$ cat config.mk
export PLATFORM = sky130hd
export DESIGN_NAME = glnm_ram
export DESIGN_NICKNAME = d
export VERILOG_FILES = /design/src/rtl/glnm_ram.sv
export SDC_FILE = /design/constraint.sdc
export NUM_CORES = 1
export LEC_CHECK = 0
export BUFFER_PORTS_ARGS = -buffer_cell sky130_fd_sc_hd__buf_2
export CAP_MARGIN = 0
export CELL_PAD_IN_SITES_DETAIL_PLACEMENT = 0
export CELL_PAD_IN_SITES_GLOBAL_PLACEMENT = 1
export CORE_MARGIN = 3
export CORE_UTILIZATION = 53
export DETAILED_ROUTE_END_ITERATION = 6
export PLACE_DENSITY_LB_ADDON = 0.05
export SETUP_SLACK_MARGIN = 0.2
export SYNTH_ARGS = -nofsm -noshare
export SYNTH_HDL_FRONTEND = slang
export SYNTH_SLANG_ARGS = --single-unit
$ cat constraint.sdc
create_clock -name clk -period 2.4 [get_ports clk]
set_input_delay 0.36 -clock clk [delete_from_list [all_inputs] [get_ports clk]]
set_output_delay 0.36 -clock clk [all_outputs]
set_load 0.01 [all_outputs]
$ cat src/rtl/glnm_ram.sv
// ----------------------------------------------------------------------------
// glnm_ram: generic simple dual-port RAM
// One write port, one read port with registered read data.
// ----------------------------------------------------------------------------
module glnm_ram #(
  parameter int WIDTH = 8,
  parameter int DEPTH = 16
) (
  input  logic                     clk,
  input  logic                     we,
  input  logic [$clog2(DEPTH)-1:0] waddr,
  input  logic [WIDTH-1:0]         wdata,
  input  logic [$clog2(DEPTH)-1:0] raddr,
  output logic [WIDTH-1:0]         rdata
);

  logic [WIDTH-1:0] mem [DEPTH];
  logic [WIDTH-1:0] rdata_r;

  // Write port
  always_ff @(posedge clk) begin
    if (we) begin
      mem[waddr] <= wdata;
    end
  end

  // Registered read port
  always_ff @(posedge clk) begin
    rdata_r <= mem[raddr];
  end

  assign rdata = rdata_r;

endmodule

==> impl_metrics.toml, run 1 <==
[floorplanning]
die_y_um = 105
core_area_mm2 = 0.00933
pin_count = 26
fp.dieW_um = 105
start_util = 0.552
rows = 35
die-area_mm2 = 0.0109

[worst_setup_path]
reg2reg_setup_slack_ns = 1.00
cp_data_arrival_time_ns = 1.77
endpoint_kind = "flip-flop"
start_kind = "flip-flop"
cp.required_ns = 2.78
path_max_fanout = 1
critPathKind = "reg2reg"

[clocking]
htree_levels = 4
cts.reportedPaths.clkPinSlew_ns = 0.06
cts_buffers = 17
root_buffer = "clkbuf_8"
cts.repair.resized = 0
clock-sinks = 136
cts_hold_repair.buffers = 0
cts_tree = "built"
clk_path_buf_depth = 2
post-cts-setup-buffer-count = 0
clock_latency_ns = 0.50

[placement]
dp_hpwl_mm = 6.13
place_ws_ns = 0.599
port_buffers = 25
gp_congestion = 0.745
dp_cells = 396

[logic_synthesis]
synth_area_leaders = "edfxtp_1, mux4_2, mux4_1"
ys_async_sr_fraction = 0
yosysWarnings = 0
ys_seq_area_frac = 0.778
yosysMostFrequentCell = "edfxtp_1"
synth-edff-count = 128
syn-num-nets = 247
yosysTopAreaCellShare = 0.747
synth_top_cell_by_area = "edfxtp_1"
synthFlopType = "edfxtp_1"
ys_seq_elements = 136
synth_commonest_cells = "edfxtp_1, mux4_2, a22oi_1"
synth_cells = 229
syn_avg_cell_area_um2 = 22.5
syn_area_mm2 = 0.00515
synth.distinct_cells = 19

[route]
drcViolationCount = 0
drt_first_iter_violations = 163
routed_wl_mm = 9.25
firstDrtPassIters = 4
ant_nets = 0
vias_per_cell = 5.63
detail_route.wl_per_cell_um = 21.6
vias = 2410

[cells_and_area]
drive_gt1_frac = 0.328
nFillCells = 638
fin_cells = 428
nNetsFinal = 304
area_delta_synth_final_pct = 19.4
antenna_cells = 0

[timing]
finalHoldViolCount = 0
setup_viol = 0
fmax_mhz = 716
period_needed_ns = 1.40
fin_setup_tns_ns = 0
drv_slew = 0
period_share = 0.582
skew_ns = 0.00650
worst_slew_pin_slew_ns = 0.422
slew_headroom = 0.719
rsz0062_at_grt = "false"
post-route-worst-setup-slack_ns = 1.00

[global_route]
grt_pass1_vias = 2477
track_usage = 0.188
grt_max_degree = 21
grt_pass1_wl_mm = 14.7
antenna_found_initial = 0
grt.overflow.total = 0

[worst_hold_path]
min_path_type = "in2reg"

[run_status]
status = "completed"

[flow_run]
cap_violations = 0

[power]
ir_drop_mv = 0.436
p_leak_nw = 2.10
pwr_density_cell_mw_per_mm2 = 877
==> metrics by stage <==
step	utilization	power, mW	cell area (um^2)	hold WS, ns
5_1_grt	0.659	5.60	6140	0.219
4_1_cts	0.659	5.45	6140	0.205
6_report	0.659	5.39	6140	0.224
3_5_place_dp	0.596	2.98	5560	0.664
2_1_floorplan	-	2.86	5150	0.459
3_3_place_gp	0.596	2.97	5560	0.654
==> path summary, 6_finish.rpt <==
check,start,endpoint,depth (start not counted)
worst max-delay path,mem[1][1]$_DFFE_PP_,rdata[1]$_DFF_P_,3
worst max register to register,mem[1][1]$_DFFE_PP_,rdata[1]$_DFF_P_,3
worst min register to register,mem[14][7]$_DFFE_PP_,rdata[7]$_DFF_P_,3
worst min-delay path,wdata[0],mem[4][0]$_DFFE_PP_,1
==> final cells by class <==
class	instances	area [um^2]	area share
clock buffers	19	442	0.0719
clock inverters	13	145	0.0236
multi-input cells	83	1060	0.172
flip-flops and latches	136	4000	0.652
well taps	129	161	0.0263
repair buffers	48	335	0.0546
==> power breakdown <==
group | total (mW) | internal (mW) | leakage [nW] | switching, mW
clock network | 2.47 | 1.54 | 0.271 | 0.929
logic | 0.254 | 0.113 | 0.605 | 0.141
registers | 2.67 | 2.66 | 1.22 | 0.0131
==> layout by cell type (no fill, tap or decap), drive strengths merged <==
cell and instances:
edfxtp 128, nand3b 2, nand2 9, and2 1, buf 48, mux4 32, dfxtp 8, a22oi 16
nand2b 2, nand3 1, nor3 4, clkbuf 19, nor2b 1, and2b 1, clkinv 3, inv 3
bufinv 2, nor2 13, clkinvlp 5, or3b 1
==> critical path, stage by stage, from the launching register on <==
cell and delay (ns):
edfxtp_1 0.38, mux4_1 0.50, a22oi_1 0.30, nand2_1 0.10
==> sequential cells by signal, indices dropped and copies added (netlist names) <==
| signal | count |
|---|---|
| mem | 128 |
| rdata | 8 |
==> logic make-up after synthesis <==
kind of cell	share of synthesized area
buf+inv	0.0168
mux	0.150
flops	0.778
simple gates	0.0318
compound gates	0.0233
==> metal layers <==
metal	global-route usage	vias up	wire [um]
li1	-	1090	-
met1	0.264	1238	4070
met2	0.292	79	4550
met3	0.0550	3	601
met4	0.0513	0	22
met5	0	-	0
No activity file was read; power rests on OpenSTA's default activity.
==> inputs of run 2 (changes only) <==
--- a/config.mk
+++ b/config.mk
@@ -10,7 +10,7 @@
 export CELL_PAD_IN_SITES_DETAIL_PLACEMENT = 0
 export CELL_PAD_IN_SITES_GLOBAL_PLACEMENT = 1
 export CORE_MARGIN = 3
-export CORE_UTILIZATION = 53
+export CORE_UTILIZATION = 48
 export DETAILED_ROUTE_END_ITERATION = 6
 export PLACE_DENSITY_LB_ADDON = 0.05
 export SETUP_SLACK_MARGIN = 0.2
==> constraint.sdc (replaced) <==
create_clock -name clk -period 1.16 [get_ports clk]
set_input_delay 0.174 -clock clk [delete_from_list [all_inputs] [get_ports clk]]
set_output_delay 0.174 -clock clk [all_outputs]
set_load 0.01 [all_outputs]
==> run 2 against run 1 <==
  * Sequential power grew 110%
  * Worst setup slack lost 1.1 ns
  * Core utilization shrank 2.1 points
  * Via count grew 0.95%
  * The run now ends with negative setup slack left
  * Wire length grew 6.2%
  * Largest cell class unchanged
  * Cell count grew 5.1%
  * Die area grew 9.8%
==> impl_metrics.toml, run 2 (same netlist as run 1, synthesis figures left out) <==
[run_status]
status = "finished, violations left"
violations = "negative setup slack"

[worst_hold_path]
hold_path_depth = 1
min_path_type = "in2reg"

[cells_and_area]
multi_input_area_mm2 = 0.00116
top_register = "mem"
final_common_cell = "edfxtp_1"
mostFrequentLayoutCells = "edfxtp_1, mux4_2, buf_4, buf_2, buf_12"
antenna_cells = 0
stdcell_area_mm2 = 0.00661
largest_reg_flops = 128
nFillCells = 730
fin_cells = 450
nNetsFinal = 320
fin_util = 0.637
area_delta_synth_final_pct = 28.4
drive_gt1_frac = 0.503
seqCellArea_mm2 = 0.00401

[clocking]
cts.reportedPaths.clkPinSlew_ns = 0.06
clock-sinks = 136
clock_latency_ns = 0.51
clk_path_buf_depth = 2
post-cts-setup-buffer-count = 0
cts_buffers = 17
root_buffer = "clkbuf_8"
cts_tree = "built"
htree_levels = 4

[worst_setup_path]
endpoint_kind = "flip-flop"
critPathKind = "reg2reg"
cp.required_ns = 1.56
worstRegToRegCells = 4
cp_data_arrival_time_ns = 1.68
start_kind = "flip-flop"
path_max_fanout = 1

[power]
pwr_density_cell_mw_per_mm2 = 1720
p_leak_nw = 2.21
ir_drop_mv = 0.797
power.total_mw = 11.4

[route]
ant_nets = 0
vias = 2433
drcViolationCount = 0
vias_per_cell = 5.41
firstDrtPassIters = 4
detail_route.wl_per_cell_um = 21.8
drt_first_iter_violations = 120
routed_wl_mm = 9.82

[placement]
place_ws_ns = -0.419
port_buffers = 25
gp_congestion = 0.690
dp_cells = 419
dp_hpwl_mm = 6.48
dpl_cell_area_mm2 = 0.00596

[timing]
drv_slew = 0
fin_setup_tns_ns = -0.715
worst_slew_pin_slew_ns = 0.929
finalHoldViolCount = 0
period_needed_ns = 1.28
whs_ns = 0.0470
setup_viol = 8
post-route-worst-setup-slack_ns = -0.122
rsz0062_at_grt = "true"
period_share = 1.10
fmax_mhz = 780
skew_ns = 0.00453
slew_headroom = 0.379

[floorplanning]
fp.dieW_um = 110
core_area_mm2 = 0.0104
die-area_mm2 = 0.0120
die_y_um = 110
rows = 37
start_util = 0.496
pin_count = 26

[global_route]
use_met2 = 0.296
grt_pass1_vias = 2607
antenna_found_initial = 0
grt_pass1_wl_mm = 15.5
grt.overflow.total = 0
grt_max_degree = 20
grt_util_met1 = 0.253
grt-busiest-layer = "met2"
track_usage = 0.188
grtUsageMet3 = 0.0499

[flow_run]
cap_violations = 0
-- run 2: cell types whose count changed in the layout (fill, tap and decap cells not counted), sizes merged --
cell and change:
clkinvlp -3, buf +16, inv -3, clkinv +6, clkbuf -2, bufinv +1
-- run 2: timing repair --
item / 4_1_cts / 5_1_grt
endpoints found under the setup margin: 16 / 16
pin swaps: 0 / 2
resized for setup: 7 / 13
hold buffers: 0 / 0
-- run 2: power breakdown --
part	total [mW]	internal, mW	switching [mW]
Combinational	0.682	0.337	0.345
Sequential	5.54	5.50	0.0392
Clock	5.14	3.23	1.90
-- run 2: area by class of cell --
cell class / count / area share
sequential: 136 / 0.607
multi-input combinational: 83 / 0.176
timing repair buffer: 64 / 0.105
clock buffer: 17 / 0.0627
tap: 136 / 0.0257
clock inverter: 14 / 0.0240
-- run 2: routing by layer --
| layer | wire (um) | share of wire |
|---|---|---|
| met5 | 0 | 0 |
| met4 | 151 | 0.015 |
| met3 | 598 | 0.061 |
| met2 | 5020 | 0.51 |
| met1 | 4060 | 0.41 |
-- run 2: worst max-delay path, stage by stage, from the launching register on --
cell,delay (ns)
edfxtp_1,0.37
mux4_2,0.48
a22oi_2,0.16
buf_4,0.13
nand2_1,0.04
-- run 2: path summary, 6_finish.rpt --
| path | start | to | slack (ns) |
|---|---|---|---|
| setup / recovery | mem[10][3]$_DFFE_PP_ | rdata[3]$_DFF_P_ | -0.12 |
| hold / removal | wdata[0] | mem[15][0]$_DFFE_PP_ | 0.05 |
| setup reg to reg | mem[10][3]$_DFFE_PP_ | rdata[3]$_DFF_P_ | -0.12 |
| hold reg to reg | mem[14][0]$_DFFE_PP_ | rdata[0]$_DFF_P_ | 0.68 |
==> inputs of run 3 (changes only) <==
--- a/config.mk
+++ b/config.mk
@@ -5,12 +5,13 @@
 export SDC_FILE = /design/constraint.sdc
 export NUM_CORES = 1
 export LEC_CHECK = 0
+export ABC_AREA = 1
 export BUFFER_PORTS_ARGS = -buffer_cell sky130_fd_sc_hd__buf_2
 export CAP_MARGIN = 0
 export CELL_PAD_IN_SITES_DETAIL_PLACEMENT = 0
 export CELL_PAD_IN_SITES_GLOBAL_PLACEMENT = 1
 export CORE_MARGIN = 3
-export CORE_UTILIZATION = 48
+export CORE_UTILIZATION = 44
 export DETAILED_ROUTE_END_ITERATION = 6
 export PLACE_DENSITY_LB_ADDON = 0.05
 export SETUP_SLACK_MARGIN = 0.2
==> run 3 against run 2 <==
  * The flow now finishes without violations
  * Clock skew hardly changed
  * Die area increased by 21%
  * Area after synthesis is 12% higher
  * Core utilization decreased by 6.4 points
  * Count of clock-buffer cells in the layout grew 8
  * Power shrank 1.5%
  * Sequential power is essentially flat
  * Non-clock buffer count increased by 5
  * Combinational power grew 33%
  * Register-to-register slack improved by 0.34 ns
  * First-iteration DRC count rose by 110%
==> impl_metrics.toml, run 3 <==
[logic_synthesis]
ys_seq_area_frac = 0.694
synth_top_cell_by_area = "edfxtp_1"
yosysMostFrequentCell = "nand2_1"
synth_commonest_cells = "nand2_1, edfxtp_1, inv_1"
synthFlopType = "edfxtp_1"
synth_area_leaders = "edfxtp_1, nand2_1, nand3_1"
syn_avg_cell_area_um2 = 10.5
syn_area_mm2 = 0.00577
ys_async_sr_fraction = 0
yosysWarnings = 0
ys_seq_elements = 136
synth.distinct_cells = 12
synth_cells = 551
syn-num-nets = 569
yosysTopAreaCellShare = 0.667
synth-edff-count = 128

[power]
p_leak_nw = 3.15
pwr_density_cell_mw_per_mm2 = 1530
ir_drop_mv = 0.794

[floorplanning]
rows = 41
start_util = 0.453
fp.dieW_um = 120
pin_count = 26
die_y_um = 120
core_area_mm2 = 0.0127
die-area_mm2 = 0.0145

[placement]
dp_cells = 768
gp_congestion = 0.771
port_buffers = 25
dp_hpwl_mm = 9.16

[timing]
rsz0062_at_grt = "true"
worst_slew_pin_slew_ns = 0.437
whs_ns = 0.203
setup_viol = 0
slew_headroom = 0.709
fmax_mhz = 967
period_needed_ns = 1.03
drv_slew = 0
fin_setup_tns_ns = 0
skew_ns = 0.00436
period_share = 0.892
finalHoldViolCount = 0

[worst_setup_path]
start_kind = "flip-flop"
slowest_delay_ns = 0.34
endpoint_kind = "output pin"
worstSetupPathDepth = 1
reg2reg_setup_slack_ns = 0.22
path_max_fanout = 1
cp_slowest_cell = "dfxtp_2"
worstRegToRegCells = 6
critPathKind = "reg2out"
crit_buf_inv = 1
crit_chain = "buf_6"
reg2reg_to = "rdata[3]$_DFF_P_"
rr_startpoint = "mem[11][3]$_DFFE_PP_"
cp.required_ns = 0.99
cp_data_arrival_time_ns = 0.86
critical_path.top_delay_family = "flip-flops"

[cells_and_area]
multi_input_area_mm2 = 0.00154
seqCellArea_mm2 = 0.00401
final_common_cell = "nand2_1"
area_delta_synth_final_pct = 26.4
mostFrequentLayoutCells = "nand2_1, edfxtp_1, inv_1, nand3_2, nand3_1"
top_register = "mem"
fin_cells = 799
nFillCells = 1158
drive_gt1_frac = 0.273
nNetsFinal = 633
largest_reg_flops = 128
antenna_cells = 0

[worst_hold_path]
hold_path_depth = 1
min_path_type = "in2reg"
min_to = "mem[10][4]$_DFFE_PP_"
hp-start = "wdata[4]"

[global_route]
grt.overflow.total = 0
track_usage = 0.208
grt_pass1_wl_mm = 22.1
grt_pass1_vias = 3783
grt_max_degree = 31
antenna_found_initial = 0

[clocking]
clk_path_buf_depth = 2
post-cts-setup-buffer-count = 0
root_buffer = "clkbuf_16"
htree_levels = 4
cts_tree = "built"
clock_latency_ns = 0.41
clock-sinks = 136
cts_buffers = 17
cts.reportedPaths.clkPinSlew_ns = 0.05
cts_hold_repair.buffers = 0

[route]
firstDrtPassIters = 4
detail_route.wl_per_cell_um = 17.8
vias = 3891
routed_wl_mm = 14.2
drt_first_iter_violations = 258
vias_per_cell = 4.87
ant_nets = 0
drcViolationCount = 0

[flow_run]
cap_violations = 0

[run_status]
status = "completed"
[run 3: changes by cell type after synthesis, sizes merged, moves of 16 or more]
cell   delta
a22oi    -16
buf      +17
inv     +102
mux4     -32
nand2   +164
nand3    +96
[run 3: cell families (layout without fill, tap and decap cells)]
logic type             Yosys count  in the layout  synth area share
and+or+nand+nor                289            289             0.210
buffers and inverters          126            202            0.0952
DFF                            136            136             0.694
[run 3: worst max-delay path by stage]
| stage | from | endpoint |
|---|---|---|
| global placement | raddr[0] | rdata[1]$_DFF_P_ |
| CTS | rdata[7]$_DFF_P_ | rdata[7] |
| floorplan | waddr[2] | mem[10][0]$_DFFE_PP_ |
| global route | rdata[7]$_DFF_P_ | rdata[7] |
| detailed placement | raddr[0] | rdata[1]$_DFF_P_ |
| finish | rdata[7]$_DFF_P_ | rdata[7] |
[run 3: routing by layer]
| layer | wire length, um | vias up | share of wire | GRT usage |
|---|---|---|---|---|
| met2 | 6490 | 93 | 0.46 | 0.307 |
| met5 | 0 | - | 0 | 0 |
| li1 | - | 1900 | - | - |
| met1 | 6970 | 1881 | 0.49 | 0.308 |
| met4 | 193 | 0 | 0.014 | 0.0701 |
| met3 | 582 | 17 | 0.041 | 0.0412 |
[run 3: power breakdown]
| group | total, mW | switching [mW] | leakage (nW) | internal (mW) |
|---|---|---|---|---|
| sequential | 5.54 | 0.0357 | 1.22 | 5.50 |
| combinational | 0.910 | 0.578 | 1.68 | 0.332 |
| clock | 4.74 | 1.84 | 0.246 | 2.90 |
[run 3: layout make-up]
type                            instances  area share
Clock buffer                           25      0.0625
Inverter                              102      0.0525
Multi-Input combinational cell        289       0.211
Sequential cell                       136       0.550
Timing Repair Buffer                   69      0.0874
Clock inverter                          6     0.00704
Tap cell                              172      0.0295
[run 3: through the flow]
stage	cell area, um^2	setup slack (ns)	utilization	power [mW]
after floorplan	5820	0.112	-	6.04
after global placement	6480	-0.176	0.510	6.44
after detailed placement	6480	-0.189	0.510	6.45
after CTS	7080	0.0960	0.556	11.2
after global routing	7290	0.0921	0.573	11.6
final	7290	0.126	0.573	11.2
[run 3: what timing repair did]
item,CTS,global route
pin swaps,5,27
endpoints found under the setup margin,15,16
gates cloned,0,0
gates resized for setup,19,48
