[config.mk]
export PLATFORM = sky130hd
export DESIGN_NAME = glnm_l1
export DESIGN_NICKNAME = d
export VERILOG_FILES = /design/src/rtl/glnm_l1.sv
export SDC_FILE = /design/constraint.sdc
export NUM_CORES = 1
export LEC_CHECK = 0
export BUFFER_PORTS_ARGS = -buffer_cell sky130_fd_sc_hd__buf_2
export CELL_PAD_IN_SITES_DETAIL_PLACEMENT = 0
export CELL_PAD_IN_SITES_GLOBAL_PLACEMENT = 1
export CORE_MARGIN = 1
export CORE_UTILIZATION = 43
export CTS_CLUSTER_DIAMETER = 30
export DETAILED_ROUTE_END_ITERATION = 10
export PLACE_DENSITY = 0.8
export SLEW_MARGIN = 20
export SYNTH_ARGS = -nofsm -noshare
export SYNTH_HDL_FRONTEND = slang
export SYNTH_SLANG_ARGS = --single-unit
[constraint.sdc]
create_clock -name clk -period 5.15 [get_ports clk]
set_input_delay 1.03 -clock clk [delete_from_list [all_inputs] [get_ports clk]]
set_output_delay 1.03 -clock clk [all_outputs]
set_load 0.05 [all_outputs]
[src/rtl/glnm_l1.sv]
// ----------------------------------------------------------------------------
// glnm_l1: two-stage L1 distance unit
// Stage one takes four absolute feature differences, stage two sums them.
// A tag rides along with each operand pair.
// ----------------------------------------------------------------------------
module glnm_l1 #(
  parameter int FEATURE_BITS = 16,
  parameter int TAG_W        = 8
) (
  input  logic                      clk,
  input  logic                      rst_n,
  input  logic                      in_valid,
  input  logic [4*FEATURE_BITS-1:0] query,
  input  logic [4*FEATURE_BITS-1:0] cand,
  input  logic [TAG_W-1:0]          tag_in,
  output logic                      out_valid,
  output logic [FEATURE_BITS+1:0]   sum_out,
  output logic [TAG_W-1:0]          tag_out,
  output logic                      busy
);

  localparam int FB     = FEATURE_BITS;
  localparam int DIST_W = FEATURE_BITS + 2;

  logic [FB-1:0]     diff_nxt [4];
  logic [FB-1:0]     diff_r   [4];
  logic              v1_r;
  logic [TAG_W-1:0]  tag1_r;
  logic [DIST_W-1:0] sum_nxt;
  logic [DIST_W-1:0] sum_r;
  logic              v2_r;
  logic [TAG_W-1:0]  tag2_r;

  // Absolute difference per feature lane
  always_comb begin
    for (int k = 0; k < 4; k++) begin
      if (query[k*FB +: FB] >= cand[k*FB +: FB]) begin
        diff_nxt[k] = query[k*FB +: FB] - cand[k*FB +: FB];
      end else begin
        diff_nxt[k] = cand[k*FB +: FB] - query[k*FB +: FB];
      end
    end
  end

  // Sum the four lane differences
  always_comb begin
    sum_nxt = ({2'b00, diff_r[0]} + {2'b00, diff_r[1]})
            + ({2'b00, diff_r[2]} + {2'b00, diff_r[3]});
  end

  // Stage valids
  always_ff @(posedge clk) begin
    if (!rst_n) begin
      v1_r <= 1'b0;
      v2_r <= 1'b0;
    end else begin
      v1_r <= in_valid;
      v2_r <= v1_r;
    end
  end

  // Stage payloads
  always_ff @(posedge clk) begin
    for (int k = 0; k < 4; k++) begin
      diff_r[k] <= diff_nxt[k];
    end
    tag1_r <= tag_in;
    sum_r  <= sum_nxt;
    tag2_r <= tag1_r;
  end

  assign out_valid = v2_r;
  assign sum_out   = sum_r;
  assign tag_out   = tag2_r;
  assign busy      = v1_r | v2_r;

endmodule
==> impl_metrics.tcl, run 1 <==
set metrics [dict create \
    status "complete, no violations" \
    path_clk_slew_ns 0.07 \
    cp-startpoint "diff_r[2][1]" \
    grt_pass1_wl_um 38180 \
    crit_required_ns 5.37 \
    worstSetupStartpointType "flop" \
    cp_slowest_cell "fa_1" \
    vias_per_cell 5.046 \
    drtIter0Drc 399 \
    hp-class "flop to flop" \
    critical_path.cell_chain "inv_1 > fa_1 > inv_1 > fa_1 > ha_1 > fa_1 > a21o_1 > a21oi_1 > nor2b_1 > o21a_1 > a311o_1 > a2111oi_0 > nor2_1" \
    crit_type "flop to flop" \
    cap_violations 0 \
    ctsHoldBuffers 0 \
    io_pins 167 \
    final-max-slew-violation-count 0 \
    yosys-top-cells-area "dfxtp_1 (20%), ha_1 (18%), inv_1 (8.9%)" \
    die_h_um 154.1 \
    worstMarginPinSlew_ns 1.000 \
    cts.sinks 100 \
    final_cells 1643 \
    crit_end "sum_out[17]" \
    first_pass_iters 5 \
    cp.arrival_ns 4.05 \
    cts.path.max_buffers 2 \
    fmax_mhz 261.2 \
    clk_latency_ns 0.35 \
    fin_crit_sh_pct 74.35 \
    syn_to_final_growth_pct 12.80 \
    place_ws_ns 1.322 \
    fp-row-count 55 \
    drc_errors 0 \
    netlist_instances 1224 \
    clockRootBuffer "clkbuf_16" \
    setup_slack_ns 1.321 \
    die-area_um2 23750 \
    yosysSeqAreaShare_pct 20.12 \
    ant_nets 0 \
    grt_pass1_vias 7952 \
    wl_per_cell_um 14.08 \
    initial_core_util_pct 43.94 \
    cts_repair_resize_count 0 \
    power_density_nw_per_um2 501.7 \
    async_reset_ff_share_pct 0 \
    min_period_ns 3.829 \
    nNetsFinal 1673 \
    gr-usage-met3_pct 2.508 \
    dp.cells 1627 \
    crit_top_cell "fa_1" \
    hold-worst-slack_ns 0.3285 \
    synth_most_common_cell "inv_1" \
    busiest_layer "met2" \
    antenna_cells 0 \
    ir_worst_vdd_mv 0.4817 \
    ys_seq_elements 100 \
    slew_headroom_pct 33.33 \
    coreArea_um2 22640 \
    place_area_um2 10910 \
    dp.final_hpwl_um 19570 \
    dieWidth_um 154.1 \
    synth_nets 1544 \
    vias 8290 \
    r2r_start "diff_r[2][1]" \
    regToRegSetupSlack_ns 1.32 \
    grt_max_degree 22 \
    met1_usage_pct 26.66 \
    finClkSkew_ns 0.01412 \
    port_buffers 166 \
    final-hold-violation-count 0 \
    synth_edf_count 0 \
    yosys.area.top_type "dfxtp_1" \
    synth_commonest_cells "inv_1 (237), ha_1 (141), a21oi_1 (105)" \
    cts_tree "done" \
    htree_levels 3 \
    gr-total-overflow 0 \
    worstReg2RegEnd "sum_out[17]" \
    r2r_cells 13 \
    ys.flop_type "dfxtp_1" \
    grt.total_usage_pct 19.67 \
    final_layout_size_suffix_gt1_share_pct 14.51 \
    met2_usage_pct 33.46 \
    synthDominantCellAreaShare_pct 20.12 \
    critPathMaxFanout 4 \
    gp_congestion 0.8655 \
    final_area_um2 11220 \
    crit_path_end_kind "flop" \
    drt-total-wl_um 23130 \
    fill_cells 2267 \
    rsz0062_at_grt "no" \
    antenna_found_initial 0 \
    final.setup.tns_ns 0 \
    numCtsBuffers 9 \
    synth_area_um2 9948 \
    cpPeakStageDelay_ns 0.49 \
    syn_avg_cell_area_um2 8.128 \
    yosysUniqueCellTypes 65 \
    power.leakage_nw 6.102 \
    post_cts_buffers 0 \
    yosysWarnings 0 \
    setup_violations 0 \
]
==> power breakdown <==
part / switching [mW] / internal (mW) / total [mW]
combinational: 2.25 / 1.55 / 3.80
sequential: 0.0868 / 1.06 / 1.14
clock: 0.332 / 0.350 / 0.683
total: 2.67 / 2.96 / 5.63
==> worst max-delay path: cells and delay by family (launching register included) <==
family / cells / cell delay [ns]
AOI/OAI and AO/OA: 5 / 1.44
buffers and inverters: 2 / 0.12
and+or+nand+nor: 2 / 0.16
DFF: 1 / 0.36
adders and majority gates: 4 / 1.61
==> through the flow <==
stage          utilization (%)  total power, mW
2_1_floorplan                -            4.083
3_3_place_gp             48.18            4.919
3_5_place_dp             48.18            4.961
4_1_cts                  49.57            5.671
5_1_grt                  49.57            6.182
6_report                 49.57            5.630
==> cell usage in the layout (no fill, tap or decap), types with 37 or more instances in the layout <==
cell type / n
a21oi_1: 104
dfxtp_1: 100
o21ai_0: 55
buf_2: 166
mux2i_1: 51
nor2_1: 58
fa_1: 40
ha_1: 141
inv_1: 237
xnor2_1: 37
nand2_1: 52
a21o_1: 43
==> how the worst min path moves through the flow <==
stage	start	cells past startpoint	to
6_report	tag1_r[6]	0	tag_out[6]
5_1_grt	tag1_r[4]	0	tag_out[4]
4_1_cts	tag1_r[4]	0	tag_out[4]
3_5_place_dp	tag1_r[0]	0	tag_out[0]
3_3_place_gp	tag1_r[6]	0	tag_out[6]
2_1_floorplan	tag1_r[0]	0	tag_out[0]
==> area by class of cell <==
type	count	area, µm²	area share, %
clock buffer	9	225.2	2.007
clock inverter	7	88.84	0.7916
inverter	238	893.4	7.961
multi-input combinational	837	6818	60.75
sequential	100	2002	17.84
tap	285	356.6	3.178
timing repair buffer	167	838.3	7.470
==> state kept, by name, indices dropped and copies added, names as in the netlist <==
register	count
v1_r	1
sum_out	18
out_valid	1
diff_r	64
tag1_r	8
tag_out	8
==> logic make-up (layout without fill, tap and decap cells) <==
| family | Yosys count | after routing | share of synthesized area [%] |
|---|---|---|---|
| buf+inv | 287 | 421 | 11.38 |
| flops | 100 | 100 | 20.12 |
| fa+ha+maj | 181 | 181 | 25.78 |
| mux | 51 | 51 | 5.131 |
| xor+xnor | 69 | 69 | 6.075 |
| simple gates | 210 | 210 | 10.39 |
| compound gates | 326 | 326 | 21.12 |
==> layer usage <==
metal	wire length (µm)	vias up	share of wire [%]
li1	-	4316	-
met1	11270	3787	49
met2	10840	172	47
met3	829	15	3.6
met4	196	0	0.85
met5	0	-	0
Note: power is estimated with default switching activity, not from simulation.
==> run 2, diff against run 1 <==
Settings changed: CORE_UTILIZATION 43 to 39, PLACE_DENSITY 0.8 to 0.76.
Clock period 5.15 ns to 3.52 ns, I/O delays scaled along.
==> run 2 against run 1 <==
Utilization fell by 4.0 points; critical endpoint unchanged; combinational power rose by 56%; global-route usage is 1.7 points lower.
==> impl_metrics.tcl, run 2 (synthesized netlist as in run 1, its figures left out) <==
set metrics [dict create \
    status "complete, no violations" \
    cp.depth 13 \
    gr-total-overflow 0 \
    vias 8326 \
    antenna_found_initial 0 \
    io_pins 167 \
    layout_commonest_cell "inv_1" \
    grt_max_degree 25 \
    post_cts_buffers 0 \
    hold-worst-slack_ns 0.3275 \
    fp-row-count 58 \
    port_buffers 166 \
    final_area_um2 11450 \
    crit_path_end_kind "flop" \
    final-max-slew-violation-count 0 \
    coreArea_um2 25110 \
    whs_path_depth 0 \
    drtIter0Drc 451 \
    clockRootBuffer "clkbuf_16" \
    worstSetupStartpointType "flop" \
    fmax_mhz 288.0 \
    finalPower_mw 8.536 \
    highest_layer "met4" \
    dieWidth_um 161.7 \
    drc_errors 0 \
    slew_headroom_pct 63.53 \
    rsz0062_at_grt "yes" \
    cpPeakStageDelay_ns 0.55 \
    place_area_um2 11120 \
    gp_congestion 0.8822 \
    cts.sinks 100 \
    crit_type "flop to flop" \
    wl_per_cell_um 13.57 \
    final.setup.tns_ns 0 \
    cp_slowest_cell "fa_1" \
    ant_nets 0 \
    critPathMaxFanout 3 \
    path_clk_slew_ns 0.06 \
    drt-total-wl_um 23140 \
    first_pass_iters 5 \
    cts_tree "done" \
    dp.final_hpwl_um 19830 \
    dr_wl_met3_um 870 \
    cts.path.max_buffers 2 \
    numCtsBuffers 9 \
    min_period_ns 3.472 \
    power_density_nw_per_um2 745.7 \
    cap_violations 0 \
    final_core_util_pct 45.59 \
    clk_latency_ns 0.34 \
    final_cell_mix "inv_1 (235), buf_2 (166), ha_1 (140)" \
    route.met2.wl_um 10740 \
    grt.total_usage_pct 17.96 \
    initial_core_util_pct 39.62 \
    grt_pass1_wl_um 38500 \
    regMostFlops "diff_r" \
    grt_pass1_vias 8105 \
    critical_path.cell_chain "inv_2 > fa_1 > inv_2 > fa_1 > ha_4 > fa_2 > a21o_1 > a21oi_2 > nor2b_1 > o21a_1 > a311o_1 > a2111oi_2 > nor2_1" \
    cp.arrival_ns 3.69 \
    final_layout_size_suffix_gt1_share_pct 16.15 \
    antenna_cells 0 \
    fin_crit_sh_pct 98.63 \
    setup_violations 0 \
    die-area_um2 26150 \
    cpLargestDelayFamily "adder cells" \
    crit_required_ns 3.74 \
    hp-class "flop to flop" \
    htree_levels 3 \
    fill_cells 2598 \
    die_h_um 161.7 \
    ctsHoldBuffers 0 \
    finClkSkew_ns 0.008624 \
    largest_reg_flops 64 \
    syn_to_final_growth_pct 15.07 \
    power.leakage_nw 6.182 \
    ir_worst_vdd_mv 0.7673 \
    vias_per_cell 4.883 \
    nNetsFinal 1691 \
    r2r_cells 13 \
    final-hold-violation-count 0 \
    path_buf_inv 2 \
    worstMarginPinSlew_ns 0.5435 \
    wl_met1_um 11340 \
]
[run 2: cell types whose count changed in the layout (fill, tap and decap cells not counted), sizes merged]
| cell | before | now |
|---|---|---|
| inv | 242 | 240 |
| clkinvlp | 0 | 1 |
| clkbuf | 9 | 10 |
| bufinv | 0 | 1 |
| buf | 167 | 185 |
| clkinv | 3 | 1 |
[run 2: power by group]
group / total [mW] / switching (mW) / internal [mW]
clock network: 0.952 / 0.402 / 0.550
registers: 1.66 / 0.117 / 1.55
logic: 5.92 / 3.42 / 2.50
total: 8.54 / 3.94 / 4.60
[run 2: final timing paths]
check | slack [ns] | from | end
hold / removal | 0.33 | tag1_r[5] | tag_out[5]
setup reg to reg | 0.05 | diff_r[2][1] | sum_out[17]
hold reg to reg | 0.33 | tag1_r[5] | tag_out[5]
setup / recovery | 0.05 | diff_r[2][1] | sum_out[17]
[run 2: timing repair]
action / in CTS / in global routing
resized for setup: 5 / 6
setup endpoints to repair: 3 / 4
pin swaps: 5 / 12
[run 2: final cells by class]
class                   instances  area (µm²)  area share, %
clock buffers                  10       229.0          2.000
clock inverters                 5       60.06         0.5246
inverters                     238       893.4          7.804
multi-input cells             837        6858          59.91
flip-flops and latches        100        2004          17.51
well taps                     330       412.9          3.607
repair buffers                185       989.7          8.646
[run 2: worst register-to-register path, cell delays in order (launching register included)]
cell	delay [ns]
dfxtp_2	0.32
inv_2	0.03
fa_1	0.55
inv_2	0.05
fa_1	0.50
ha_4	0.19
fa_2	0.33
a21o_1	0.17
a21oi_2	0.15
nor2b_1	0.06
o21a_1	0.19
a311o_1	0.37
a2111oi_2	0.37
nor2_1	0.07
[run 2: metal layers]
layer | global-route usage (%) | vias up
met4 | 3.259 | 0
li1 | - | 4346
met2 | 30.74 | 154
met1 | 24.14 | 3809
met3 | 2.528 | 17
met5 | 0 | -
[run 2: metrics by stage]
| step | cells | worst slack [ns] |
|---|---|---|
| 6_report | 1705 | 0.04833 |
| 5_1_grt | 1705 | -0.1258 |
| 3_3_place_gp | 1690 | -0.0005624 |
| 2_1_floorplan | 1224 | 0.03659 |
| 3_5_place_dp | 1690 | -0.08383 |
| 4_1_cts | 1705 | 0.001625 |
==> run 3, diff against run 2 <==
Settings changed: CORE_ASPECT_RATIO set to 1.25.
==> run 3 against run 2 <==
Cell count up 0.70%; worst setup slack better by 0.080 ns; clock power up 0.9%; register-to-register slack better by 0.08 ns; die area about the same; sequential power about the same; final area up 0.55%; count of clock-buffer cells in the layout down 1; maximum frequency up 2.4%; first-iteration DRC count down 22%; critical path depth up 1; flip-flop and latch count unchanged; critical endpoint is now sum_out[9].
==> impl_metrics.tcl, run 3 (synthesized netlist as in run 1, its figures left out) <==
set metrics [dict create \
    status "complete, no violations" \
    cts_tree "done" \
    die_h_um 180.6 \
    crit_end "sum_out[9]" \
    crit_required_ns 3.75 \
    fmax_mhz 294.8 \
    drtIter0Drc 350 \
    drc_errors 0 \
    antenna_found_initial 0 \
    nNetsFinal 1697 \
    r2r_cells 14 \
    final-hold-violation-count 0 \
    cp.arrival_ns 3.62 \
    final_layout_size_suffix_gt1_share_pct 16.71 \
    fp-row-count 65 \
    grt_pass1_vias 8146 \
    coreArea_um2 25130 \
    dp.cells 1700 \
    io_pins 167 \
    crit_type "flop to flop" \
    cp_slowest_cell "fa_1" \
    place_ws_ns 0.0004283 \
    vias_per_cell 4.940 \
    largest_reg_flops 64 \
    finClkSkew_ns 0.008813 \
    cap_violations 0 \
    slew_headroom_pct 63.28 \
    hold-worst-slack_ns 0.3259 \
    grt_pass1_wl_um 38500 \
    regToRegSetupSlack_ns 0.13 \
    min_period_ns 3.392 \
    syn_to_final_growth_pct 15.70 \
    critical_path.cell_chain "inv_2 > fa_1 > inv_2 > fa_1 > ha_2 > fa_2 > a21o_1 > a21oi_2 > nor2b_1 > o21a_1 > a311o_1 > buf_6 > buf_4 > xor2_1" \
    dieWidth_um 144.9 \
    htree_levels 3 \
    rsz0062_at_grt "yes" \
    final_area_um2 11510 \
    place_area_um2 11170 \
    critPathMaxFanout 3 \
    clockRootBuffer "clkbuf_16" \
    final_cell_mix "inv_1 (235), buf_2 (166), ha_1 (140)" \
    cp-startpoint "diff_r[3][1]" \
    ir_worst_vdd_mv 0.5654 \
    initial_core_util_pct 39.59 \
    layout_commonest_cell "inv_1" \
    regMostFlops "diff_r" \
    drt-total-wl_um 23830 \
    final-max-slew-violation-count 0 \
    fin_crit_sh_pct 96.36 \
    antenna_cells 0 \
    grt_max_degree 25 \
    first_pass_iters 5 \
    crit_path_end_kind "flop" \
    cts.path.max_buffers 2 \
    gp_congestion 0.8741 \
    worstSetupStartpointType "flop" \
    worstReg2RegEnd "sum_out[9]" \
    dp.final_hpwl_um 20390 \
    ant_nets 0 \
    hp-class "flop to flop" \
    cpPeakStageDelay_ns 0.54 \
    die-area_um2 26150 \
    clk_latency_ns 0.34 \
    worstMarginPinSlew_ns 0.5508 \
    r2r_start "diff_r[3][1]" \
    finalPower_mw 8.691 \
    setup_violations 0 \
    cts.sinks 100 \
    wl_per_cell_um 13.88 \
    path_clk_slew_ns 0.07 \
    grt.total_usage_pct 18.44 \
    port_buffers 166 \
    gr-total-overflow 0 \
    power.leakage_nw 6.223 \
    final.setup.tns_ns 0 \
    vias 8482 \
    power_density_nw_per_um2 755.1 \
    final_cells 1717 \
    numCtsBuffers 9 \
    final_core_util_pct 45.80 \
    setup_slack_ns 0.1283 \
]
-- run 3: changes by cell type in the layout (fill, tap and decap cells not counted), sizes merged --
cell / previous run / this run
buf: 185 / 191
bufinv: 1 / 0
clkbuf: 10 / 9
clkinv: 1 / 2
clkinvlp: 1 / 0
inv: 240 / 243
-- run 3: where the power goes --
| group | switching (mW) | leakage (nW) | internal, mW | total, mW |
|---|---|---|---|---|
| Combinational | 3.47 | 5.23 | 2.59 | 6.06 |
| Sequential | 0.120 | 0.843 | 1.55 | 1.67 |
| Clock | 0.457 | 0.148 | 0.504 | 0.961 |
| Total | 4.05 | 6.22 | 4.64 | 8.69 |
-- run 3: cell type report --
cell class / instances / area, µm²
Fill cell: 2555 / 13620
Multi-Input combinational cell: 837 / 6860
Sequential cell: 100 / 2003
Timing Repair Buffer: 191 / 1035
Inverter: 238 / 893.4
Tap cell: 335 / 419.2
Clock buffer: 9 / 225.2
Clock inverter: 7 / 73.82
-- run 3: worst max-delay path, delay by kind of cell, from the launching register on --
kind / cells / cell delay (ns)
buffers and inverters: 4 / 0.34
AO/OA/AOI/OAI: 4 / 0.90
AND/OR/NAND/NOR: 1 / 0.06
flip-flops: 1 / 0.32
XOR/XNOR: 1 / 0.13
adder cells (fa/ha/maj): 4 / 1.53
-- run 3: worst min-delay path by stage --
stage                         start         end  depth (start not counted)
after detailed placement  tag1_r[0]  tag_out[0]                          0
after CTS                 tag1_r[0]  tag_out[0]                          0
final                     tag1_r[0]  tag_out[0]                          0
after global routing      tag1_r[6]  tag_out[6]                          0
after floorplan           tag1_r[0]  tag_out[0]                          0
after global placement    tag1_r[0]  tag_out[0]                          0
-- run 3: routing by layer --
layer / share of wire [%] / track usage (%) / up-vias
met4: 1.5 / 4.295 / 0
met2: 52 / 35.10 / 166
met5: 0 / 0 / -
met1: 43 / 21.17 / 3921
met3: 3.3 / 2.445 / 34
li1: - / - / 4361
-- run 3: timing repair --
action | in CTS | in global routing
pin swaps | 0 | 9
gates resized for setup | 1 | 10
setup endpoints to repair | 2 | 3
hold buffers | 0 | 0
setup buffers | 0 | 1
